$ cat src/srbdc_pkg.sv
// Shared types and constants for the shadow register bank with delayed commit.
package srbdc_pkg;

	localparam int unsigned MODE_W     = 2;
	localparam int unsigned TAG_W      = 8;
	localparam int unsigned ADDR_W     = 6;
	localparam int unsigned MASK_W     = 8;
	localparam int unsigned BYTE_W     = 8;
	localparam int unsigned DATA_W     = MASK_W * BYTE_W;
	localparam int unsigned CFG_W      = 8;
	localparam int unsigned APB_AW     = 3;
	localparam int unsigned APB_DW     = 32;
	localparam int unsigned CMDQ_PW    = 1;
	localparam int unsigned CMDQ_DEPTH = 2 ** CMDQ_PW;

	typedef enum logic [MODE_W-1:0] {
		OP_TICK  = 2'd0,
		OP_READ  = 2'd1,
		OP_WRITE = 2'd2,
		OP_RETRY = 2'd3
	} op_t;

	typedef enum logic {
		REG_READ_LATENCY     = 1'b0,
		REG_WRITE_VISIBILITY = 1'b1
	} reg_idx_t;

	typedef struct packed {
		op_t                op;
		logic [TAG_W-1:0]   tag;
		logic [ADDR_W-1:0]  addr;
		logic [DATA_W-1:0]  bit_mask;
		logic [DATA_W-1:0]  wdata;
		logic               needs;
		logic               accepts;
	} cmd_t;

	typedef struct packed {
		logic [CFG_W-1:0] read_latency;
		logic [CFG_W-1:0] write_visibility;
	} cfg_t;

	typedef struct packed {
		logic pop;
		logic clearing;
	} back_ctl_t;

	typedef struct packed {
		logic [TAG_W-1:0]  tag;
		logic              is_write;
		logic [DATA_W-1:0] data;
	} qent_t;

	localparam int unsigned QENT_W = $bits(qent_t);

endpackage

$ cat src/srbdc_front.sv
// Front end: accepts items, decodes them into commands and buffers them for the back end.
module srbdc_front #(
	parameter int unsigned BANK_WORDS = 64
) (
	input  logic                             clk,
	input  logic                             arst_n,
	input  logic                             start,
	input  logic [srbdc_pkg::MODE_W-1:0]     mode,
	input  logic [srbdc_pkg::TAG_W-1:0]      tag,
	input  logic [srbdc_pkg::ADDR_W-1:0]     word_addr,
	input  logic [srbdc_pkg::MASK_W-1:0]     byte_mask,
	input  logic [srbdc_pkg::DATA_W-1:0]     write_data,
	input  logic                             needs_response,
	input  logic                             sink_accepts,
	input  srbdc_pkg::back_ctl_t             back_ctl,
	output logic                             busy,
	output logic                             cmd_valid,
	output srbdc_pkg::cmd_t                  cmd
);
	import srbdc_pkg::*;

	localparam int unsigned ADDR_SPAN = 2 ** ADDR_W;

	logic [ADDR_W-1:0]  addr_wrap [ADDR_SPAN];
	cmd_t               new_cmd;
	cmd_t               fifo_q [CMDQ_DEPTH];
	logic [CMDQ_PW-1:0] wr_ptr_q;
	logic [CMDQ_PW-1:0] rd_ptr_q;
	logic [CMDQ_PW:0]   fill_q;
	logic               accept;

	// wrap table: word address modulo the bank size
	for (genvar g = 0; g < ADDR_SPAN; g++) begin : g_wrap
		assign addr_wrap[g] = ADDR_W'(g % BANK_WORDS);
	end

	// decode the incoming transaction
	always_comb begin
		new_cmd.op      = op_t'(mode);
		new_cmd.tag     = tag;
		new_cmd.addr    = addr_wrap[word_addr];
		new_cmd.wdata   = write_data;
		new_cmd.needs   = needs_response;
		new_cmd.accepts = sink_accepts;
		for (int i = 0; i < MASK_W; i++) begin
			new_cmd.bit_mask[i*BYTE_W +: BYTE_W] = {BYTE_W{byte_mask[i]}};
		end
	end

	assign busy      = (fill_q == (CMDQ_PW+1)'(CMDQ_DEPTH)) || back_ctl.clearing;
	assign accept    = start && !busy;
	assign cmd_valid = (fill_q != '0);
	assign cmd       = fifo_q[rd_ptr_q];

	// hold decoded commands
	always_ff @(posedge clk) begin
		if (accept) begin
			fifo_q[wr_ptr_q] <= new_cmd;
		end
	end

	// advance pointers and fill count
	always_ff @(posedge clk or negedge arst_n) begin
		if (!arst_n) begin
			wr_ptr_q <= '0;
			rd_ptr_q <= '0;
			fill_q   <= '0;
		end else begin
			if (accept) begin
				wr_ptr_q <= wr_ptr_q + 1'b1;
			end
			if (back_ctl.pop) begin
				rd_ptr_q <= rd_ptr_q + 1'b1;
			end
			if (accept && !back_ctl.pop) begin
				fill_q <= fill_q + 1'b1;
			end else if (!accept && back_ctl.pop) begin
				fill_q <= fill_q - 1'b1;
			end
		end
	end

endmodule

$ cat config.mk
export PLATFORM = sky130hd
export DESIGN_NAME = srbdc_front
export DESIGN_NICKNAME = d
export VERILOG_FILES = /design/src/srbdc_pkg.sv /design/src/srbdc_front.sv
export SDC_FILE = /design/constraint.sdc
export NUM_CORES = 1
export LEC_CHECK = 0
export BUFFER_PORTS_ARGS = -buffer_cell sky130_fd_sc_hd__clkbuf_2
export CAP_MARGIN = 20
export CORE_MARGIN = 3
export CORE_UTILIZATION = 31
export CTS_BUF_LIST = sky130_fd_sc_hd__clkbuf_4
export DETAILED_ROUTE_END_ITERATION = 10
export SYNTH_ARGS = -nofsm -noshare
export SYNTH_HDL_FRONTEND = slang
export SYNTH_SLANG_ARGS = --single-unit
$ cat constraint.sdc
create_clock -name clk -period 10.58 [get_ports clk]
set_clock_uncertainty 0.15 [all_clocks]
set_input_delay 1.058 -clock clk [delete_from_list [all_inputs] [get_ports clk]]
set_output_delay 1.058 -clock clk [all_outputs]
set_load 0.01 [all_outputs]
* Word-level counts from Yosys, hierarchy flattened *
Memory sizes are Yosys's and may differ from the RTL's.
Index checks and enable logic that the tools add are counted.

operators by class
  $add $sub $neg = 4
  magnitude comparators = 1
  equal/unequal tests = 1
  muxes and demuxes = 6
  bitwise gates (word level) = 1
  reduce and logical (&&, ||, !) cells = 9

operators by type and width
  cell                   count
  $mux W6                2
  $ge A7 B7 Y1 const B   1
  $not A6 Y7             1
  $mux W2                2
  $reduce_bool A2 Y1     2
  $logic_and A1 B1 Y1    3
  $logic_not A1 Y1       3
  $add A1 B1 Y1 const B  2
  $add A2 B1 Y2 const B  1
  $eq A2 B2 Y1 const B   1
  $mux W1                2
  $sub A2 B1 Y2 const B  1
  $logic_or A1 B1 Y1     1

word-level totals
  bits in registers = 4
  RAM bits = 292
  ROM bits = 384
  input port bits = 95
  output and inout port bits = 148
  memories = 2

memories
  name              words  width  read ports  clocked after Yosys merged registers in  wr ports  RTL line           RTL
  (name not given)  64     6      1           0                                        0         srbdc_front.sv:41  new_cmd.addr = addr_wrap[word_addr];
  fifo_q            2      146    1           0                                        1         srbdc_front.sv:26  cmd_t fifo_q [CMDQ_DEPTH];

* Logic depth before layout (Yosys ltp) *
Gate-level depths: netlist of the first run.

  word-level depth = 8
  gate-level depth with buffers = 7
  depth with buffers taken out = 7

* Worst setup path before layout of the first run *
OpenSTA, ideal clock, no wires.

  kind = input-to-reg
  from = in back_ctl[0] (netlist name)
  to = mem fifo_q[0][0] (netlist name) (enable)
  setup time = 0.540 ns
  data arrival time = 5.024 ns
  setup slack = 4.866 ns
  cell stages on the path = 2
  cell sequence = nand3b_1 -> nor2_1

on the way
  longest elaborated chain between the ends = 5

ends and longest elaborated chain
  item                           RTL line           RTL
  start: declaration             srbdc_front.sv:15  input srbdc_pkg::back_ctl_t back_ctl,
  $logic_or A1 B1 Y1             srbdc_front.sv:50  assign busy = (fill_q == (CMDQ_PW+1)'(CMDQ_DEPTH)) || back_ctl.clearing;
  $logic_not A1 Y1               srbdc_front.sv:51  assign accept = start && !busy;
  $logic_and A1 B1 Y1            srbdc_front.sv:51
  $mux W1                        srbdc_front.sv:57  if (accept) begin
  $mux W1 (implied by the code)  srbdc_front.sv:58  fifo_q[wr_ptr_q] <= new_cmd;
  end: declaration               srbdc_front.sv:26

Every way passes these cells.

==> metrics.cfg, run 1 <==
[die]
rows = 56
start_util_pct = 31.9
core_um2 = 23800
die_h_um = 162
die_x_um = 162
die-area_um2 = 26300
io_pins = 243

[critical_path]
worstSetupPathType = flop to output port
path_depth = 3
crit_chain = buf_4 > mux2_4 > clkbuf_2
crit_buf_inv = 2
cp_top_family = flip-flops
regToRegSetupSlack_ns = 7.85
r2r-end = fifo_q[1][17]
required_ns = 9.37
r2r_start = fill_q[0]
r2r_cells = 5
path_max_fanout = 46
endpoint = cmd[110]
crit_start = rd_ptr_q
start_kind = flop
worstPathArrival_ns = 2.92
critPathSlowestCell = dfrtp_4
worstSetupEndpointType = output port
slowest_delay_ns = 1.00

[global_route]
first_global_vias = 3895
antenna_found_initial = 1
globalRouteTotalUtil_pct = 10.5
grt_pass1_wl_um = 21200
grt_overflow_total = 0
grt_max_degree = 48

[drt]
vias = 3650
routed_via_density = 4.12
drt_iter0_drc = 107
drc = 0
wirelength_um = 14100
antenna_left = 0
post_drt_wl_per_cell_um = 15.9
firstDrtPassIters = 4

[synth]
ys_seq_elements = 184
synth_ff_type = edfxtp_1
synth_edf_count = 180
synth_xor_area_share_pct = 0.579
syn-num-nets = 451
synth_top_family_by_area = multiplexers
yosys.area_share.simple_pct = 0.529
synth_area_per_cell_um2 = 21.3
ys_seq_area_share_pct = 72.7
synthMuxAreaShare_pct = 17.8
ys_async_sr_fraction_pct = 2.17
synth_compound_area_share_pct = 0
syn-cell-area_um2 = 7570
synthCells = 355
synth_warnings = 0
synthAdderAreaFrac_pct = 0.165
ys_types = 16

[timing]
setup_tns_ns = 0
min_period_ns = 4.13
timing.fmax_mhz = 242
min_period_over_period_pct = 39.0
holdWs_ns = 0.142
finalSetupViolCount = 0
slew_headroom_pct = 41.1
grt_setup_unrepaired = false
hold_viol = 0
slew_viol_final = 0
tightest_slew_ns = 0.884

[cts]
cts_made_buffers = 17
cts_tree = done
holdBufCountCts = 0
path_clk_slew_ns = 0.17
htree_levels = 4
clk_path_buf_depth = 2
root_buffer = clkbuf_4
numClockSinks = 184
postCtsSetupBuffers = 0
cts_resized = 0
insertion_delay_ns = 0.54

[power]
pwr_density_cell_nw_per_um2 = 234
ir_worst_vdd_uv = 104
p_leak_nw = 3.66
total_power_w = 0.00208

[placement]
place_inst = 854
portBuffers = 242
hpwl_um = 9660
place.gp.congestion = 0.690

[outcome]
outcome = finished clean

[cells_and_area]
num-fill-cells = 2213
antenna_cells = 0
area_growth_pct = 17.2
final_cells = 886
final_common_cell = clkbuf_2
fin_util_pct = 37.4
drive_gt1_share_pct = 65.4
nets = 650
mostFrequentLayoutCells = clkbuf_2, edfxtp_1, mux2_4, clkbuf_4

[flow_run]
maxCapViolCount = 0

[worst_hold_path]
hold_class = input pin to async pin

-- cell families (layout without fill, tap and decap cells) --
group,after synthesis,in the layout
flip-flops,184,184
multiplexers,90,90
buffers and inverters,68,280
AND/OR/NAND/NOR,7,7
XOR/XNOR,5,5
adder cells (fa/ha/maj),1,1
-- report_power, final --
part,leakage (nW),internal [W],switching (W)
combinational,1.82,0.000382,0.000358
clock,0.147,0.000103,0.000257
sequential,1.69,0.000906,0.0000719
total,3.66,0.00139,0.000687
-- sequential cells by signal, summed over array words and instances (netlist names) --
| name | cells |
|---|---|
| fifo_q | 180 |
| fill_q | 2 |
| rd_ptr_q | 1 |
| wr_ptr_q | 1 |
-- final cells by class --
type	count	area, um2	area share, %
Clock buffer	17	128	1.44
Sequential cell	184	5510	62.1
Inverter	2	7.51	0.0846
Clock inverter	15	134	1.51
Tap cell	319	399	4.50
Timing Repair Buffer	246	1240	14.0
Multi-Input combinational cell	103	1450	16.4
-- per-layer routing --
metal | track usage (%) | routed length, um | vias to the layer above
li1 | - | - | 1686
met1 | 12.2 | 5740 | 1798
met2 | 17.6 | 6920 | 150
met3 | 4.72 | 1180 | 14
met4 | 2.99 | 202 | 2
met5 | 0 | 13 | -
-- how the worst min path moves through the flow --
stage	start	slack (ns)	to
after global routing	arst_n	0.06	fill_q[0]
after CTS	arst_n	0.07	fill_q[0]
after detailed placement	fill_q[1]	0.33	fill_q[1]
after global placement	fill_q[1]	0.32	fill_q[1]
after floorplan	fill_q[1]	0.31	fill_q[1]
final	arst_n	0.14	fill_q[0]
-- through the flow --
stage / cell area [um2] / setup WS, ns
after floorplan: 7570 / 4.87
after global placement: 8610 / 6.96
after detailed placement: 8610 / 6.93
after CTS: 8870 / 6.28
after global routing: 8870 / 6.18
final: 8870 / 6.45
-- cells in the mapped netlist (2+ instances only) --
cell type	instances	share of area, %
nand2b_1	2	0.17
nor2_1	2	0.099
inv_1	2	0.099
buf_12	9	2.4
buf_4	56	5.6
dfrtp_1	4	1.3
xnor2_1	2	0.23
xor2_1	3	0.35
mux2_4	89	18
edfxtp_1	180	71
(Power assumes the default switching activity.)
==> run 2, diff against run 1 <==
clock period = 3.4 ns   (was 10.58 ns; I/O delays follow)
==> run 2 against run 1 <==
  * Cell count is 11% higher
  * First-iteration DRC count is 57% higher
  * Largest cell class unchanged
  * Global-route usage up 0.96 points
  * Final area increased by 11%
  * Core utilization is 4.3 points higher
  * Register-to-register slack worse by 6.8 ns
  * Sequential power grew to 3.1 times the previous value
==> metrics.cfg, run 2 (synthesis gave the netlist of run 1 again) <==
[global_route]
grt_overflow_total = 0  ; unchanged
globalRouteTotalUtil_pct = 11.5  ; +0.96 points
grt_pass1_wl_um = 23500  ; +11%
antenna_found_initial = 2  ; +1
first_global_vias = 4500  ; +16%
grt_max_degree = 91  ; +90%

[flow_run]
maxCapViolCount = 0  ; unchanged

[die]
rows = 56  ; unchanged
core_um2 = 23800  ; unchanged
io_pins = 243  ; unchanged
die_h_um = 162  ; unchanged
start_util_pct = 31.9  ; unchanged
die_x_um = 162  ; unchanged
die-area_um2 = 26300  ; unchanged

[drt]
vias = 4055  ; +11%
routed_via_density = 4.12  ; about the same
antenna_left = 0  ; unchanged
post_drt_wl_per_cell_um = 15.0  ; -5.2%
firstDrtPassIters = 4  ; unchanged
drc = 0  ; unchanged
drt_iter0_drc = 168  ; +57%
wirelength_um = 14800  ; +5.3%

[cts]
root_buffer = clkbuf_4
cts_tree = done
insertion_delay_ns = 0.54  ; about the same
cts_resized = 0  ; unchanged
clk_path_buf_depth = 2  ; unchanged
path_clk_slew_ns = 0.15  ; -0.02 ns
cts_made_buffers = 17  ; unchanged
numClockSinks = 184  ; unchanged
htree_levels = 4  ; unchanged

[worst_hold_path]
hold_depth = 5
hold_path_end = fill_q[0]
min_from = back_ctl[0]
hold_class = input pin to flop

[critical_path]
r2r-end = fifo_q[1][22]
r2r_cells = 5  ; unchanged
r2r_start = fill_q[0]
required_ns = 2.91  ; -6.46 ns
worstSetupEndpointType = output port
start_kind = flop
worstPathArrival_ns = 2.43  ; -0.49 ns
worstSetupPathType = flop to output port
path_max_fanout = 30  ; -35%
regToRegSetupSlack_ns = 1.07  ; -6.78 ns

[placement]
hpwl_um = 9530  ; -1.3%
portBuffers = 242  ; unchanged
place.gp.congestion = 0.718  ; +4.1%

[cells_and_area]
area_growth_pct = 30.7
mostFrequentLayoutCells = clkbuf_2, edfxtp_1, dlygate4sd3_1, mux2_4, clkbuf_4
fin_util_pct = 41.6  ; +4.3 points
largestRegisters = fifo_q (180), fill_q (2)
drive_gt1_share_pct = 56.0  ; -9.5 points
max_flop_register = fifo_q
nets = 746  ; +15%
final_common_cell = clkbuf_2
largest_reg_flops = 180  ; unchanged

[timing]
tightest_slew_ns = 0.612  ; -0.272 ns
finalSetupViolCount = 0  ; unchanged
setup_tns_ns = 0  ; unchanged
grt_setup_unrepaired = false
hold_viol = 0  ; unchanged
timing.fmax_mhz = 342
slew_headroom_pct = 59.2  ; +18 points
slew_viol_final = 0  ; unchanged
min_period_over_period_pct = 86.0
min_period_ns = 2.92

[outcome]
outcome = finished clean

[power]
pwr_density_cell_nw_per_um2 = 675  ; +190%
p_leak_nw = 4.06  ; +11%
ir_worst_vdd_uv = 290  ; +180%

-- run 2: worst max-delay path by stage --
stage,start,end,slack [ns],cells past startpoint
2_1_floorplan,fill_q[0],fifo_q[0][0],0.80,3
3_3_place_gp,rd_ptr_q,cmd[27],1.07,3
3_5_place_dp,rd_ptr_q,cmd[133],1.04,3
4_1_cts,rd_ptr_q,cmd[133],0.37,3
5_1_grt,rd_ptr_q,cmd[22],0.27,3
6_report,rd_ptr_q,cmd[22],0.48,3
-- run 2: repair_timing --
action / in CTS / in global routing
hold endpoints to repair: 187 / 0
setup buffers: 0 / 0
endpoints found under the setup margin: 0 / 0
hold buffers: 95 / 0
-- run 2: layout make-up --
class	instances	area (um2)
clock inverter	14	144
inverter	2	7.51
clock buffer	18	135
timing repair buffer	342	2240
multi-input combinational	103	1450
sequential	184	5510
antenna	2	5.00
fill	2116	13900
tap	319	399
-- run 2: power by group --
group / switching (W) / leakage [nW] / internal, W
Sequential: 0.000184 / 1.69 / 0.00282
Combinational: 0.00119 / 2.23 / 0.00128
Clock: 0.000753 / 0.145 / 0.000448
Total: 0.00212 / 4.06 / 0.00455
-- run 2: routing by layer --
layer | share of wire [%] | GRT usage, % | wire length, um
met1 | 41 | 13.1 | 6010
met2 | 51 | 20.2 | 7570
met3 | 6.8 | 3.57 | 999
met4 | 1.4 | 4.23 | 213
met5 | 0 | 0 | 0
-- run 2: critical path: stages (launching register included) --
cell	delay, ns
dfrtp_4	0.84
buf_4	0.55
mux2_4	0.35
clkbuf_2	0.13
-- run 2: through the flow --
step | hold WS (ns) | setup WS [ns] | std cells | area (um2) | total power (W)
3_5_place_dp | 0.0131 | 1.04 | 855 | 8660 | 0.00548
5_1_grt | 0.296 | 0.271 | 984 | 9890 | 0.00706
2_1_floorplan | -0.106 | 0.797 | 355 | 7580 | 0.00507
3_3_place_gp | 0.00741 | 1.07 | 855 | 8660 | 0.00546
4_1_cts | 0.265 | 0.369 | 982 | 9890 | 0.00679
6_report | 0.343 | 0.476 | 984 | 9890 | 0.00667
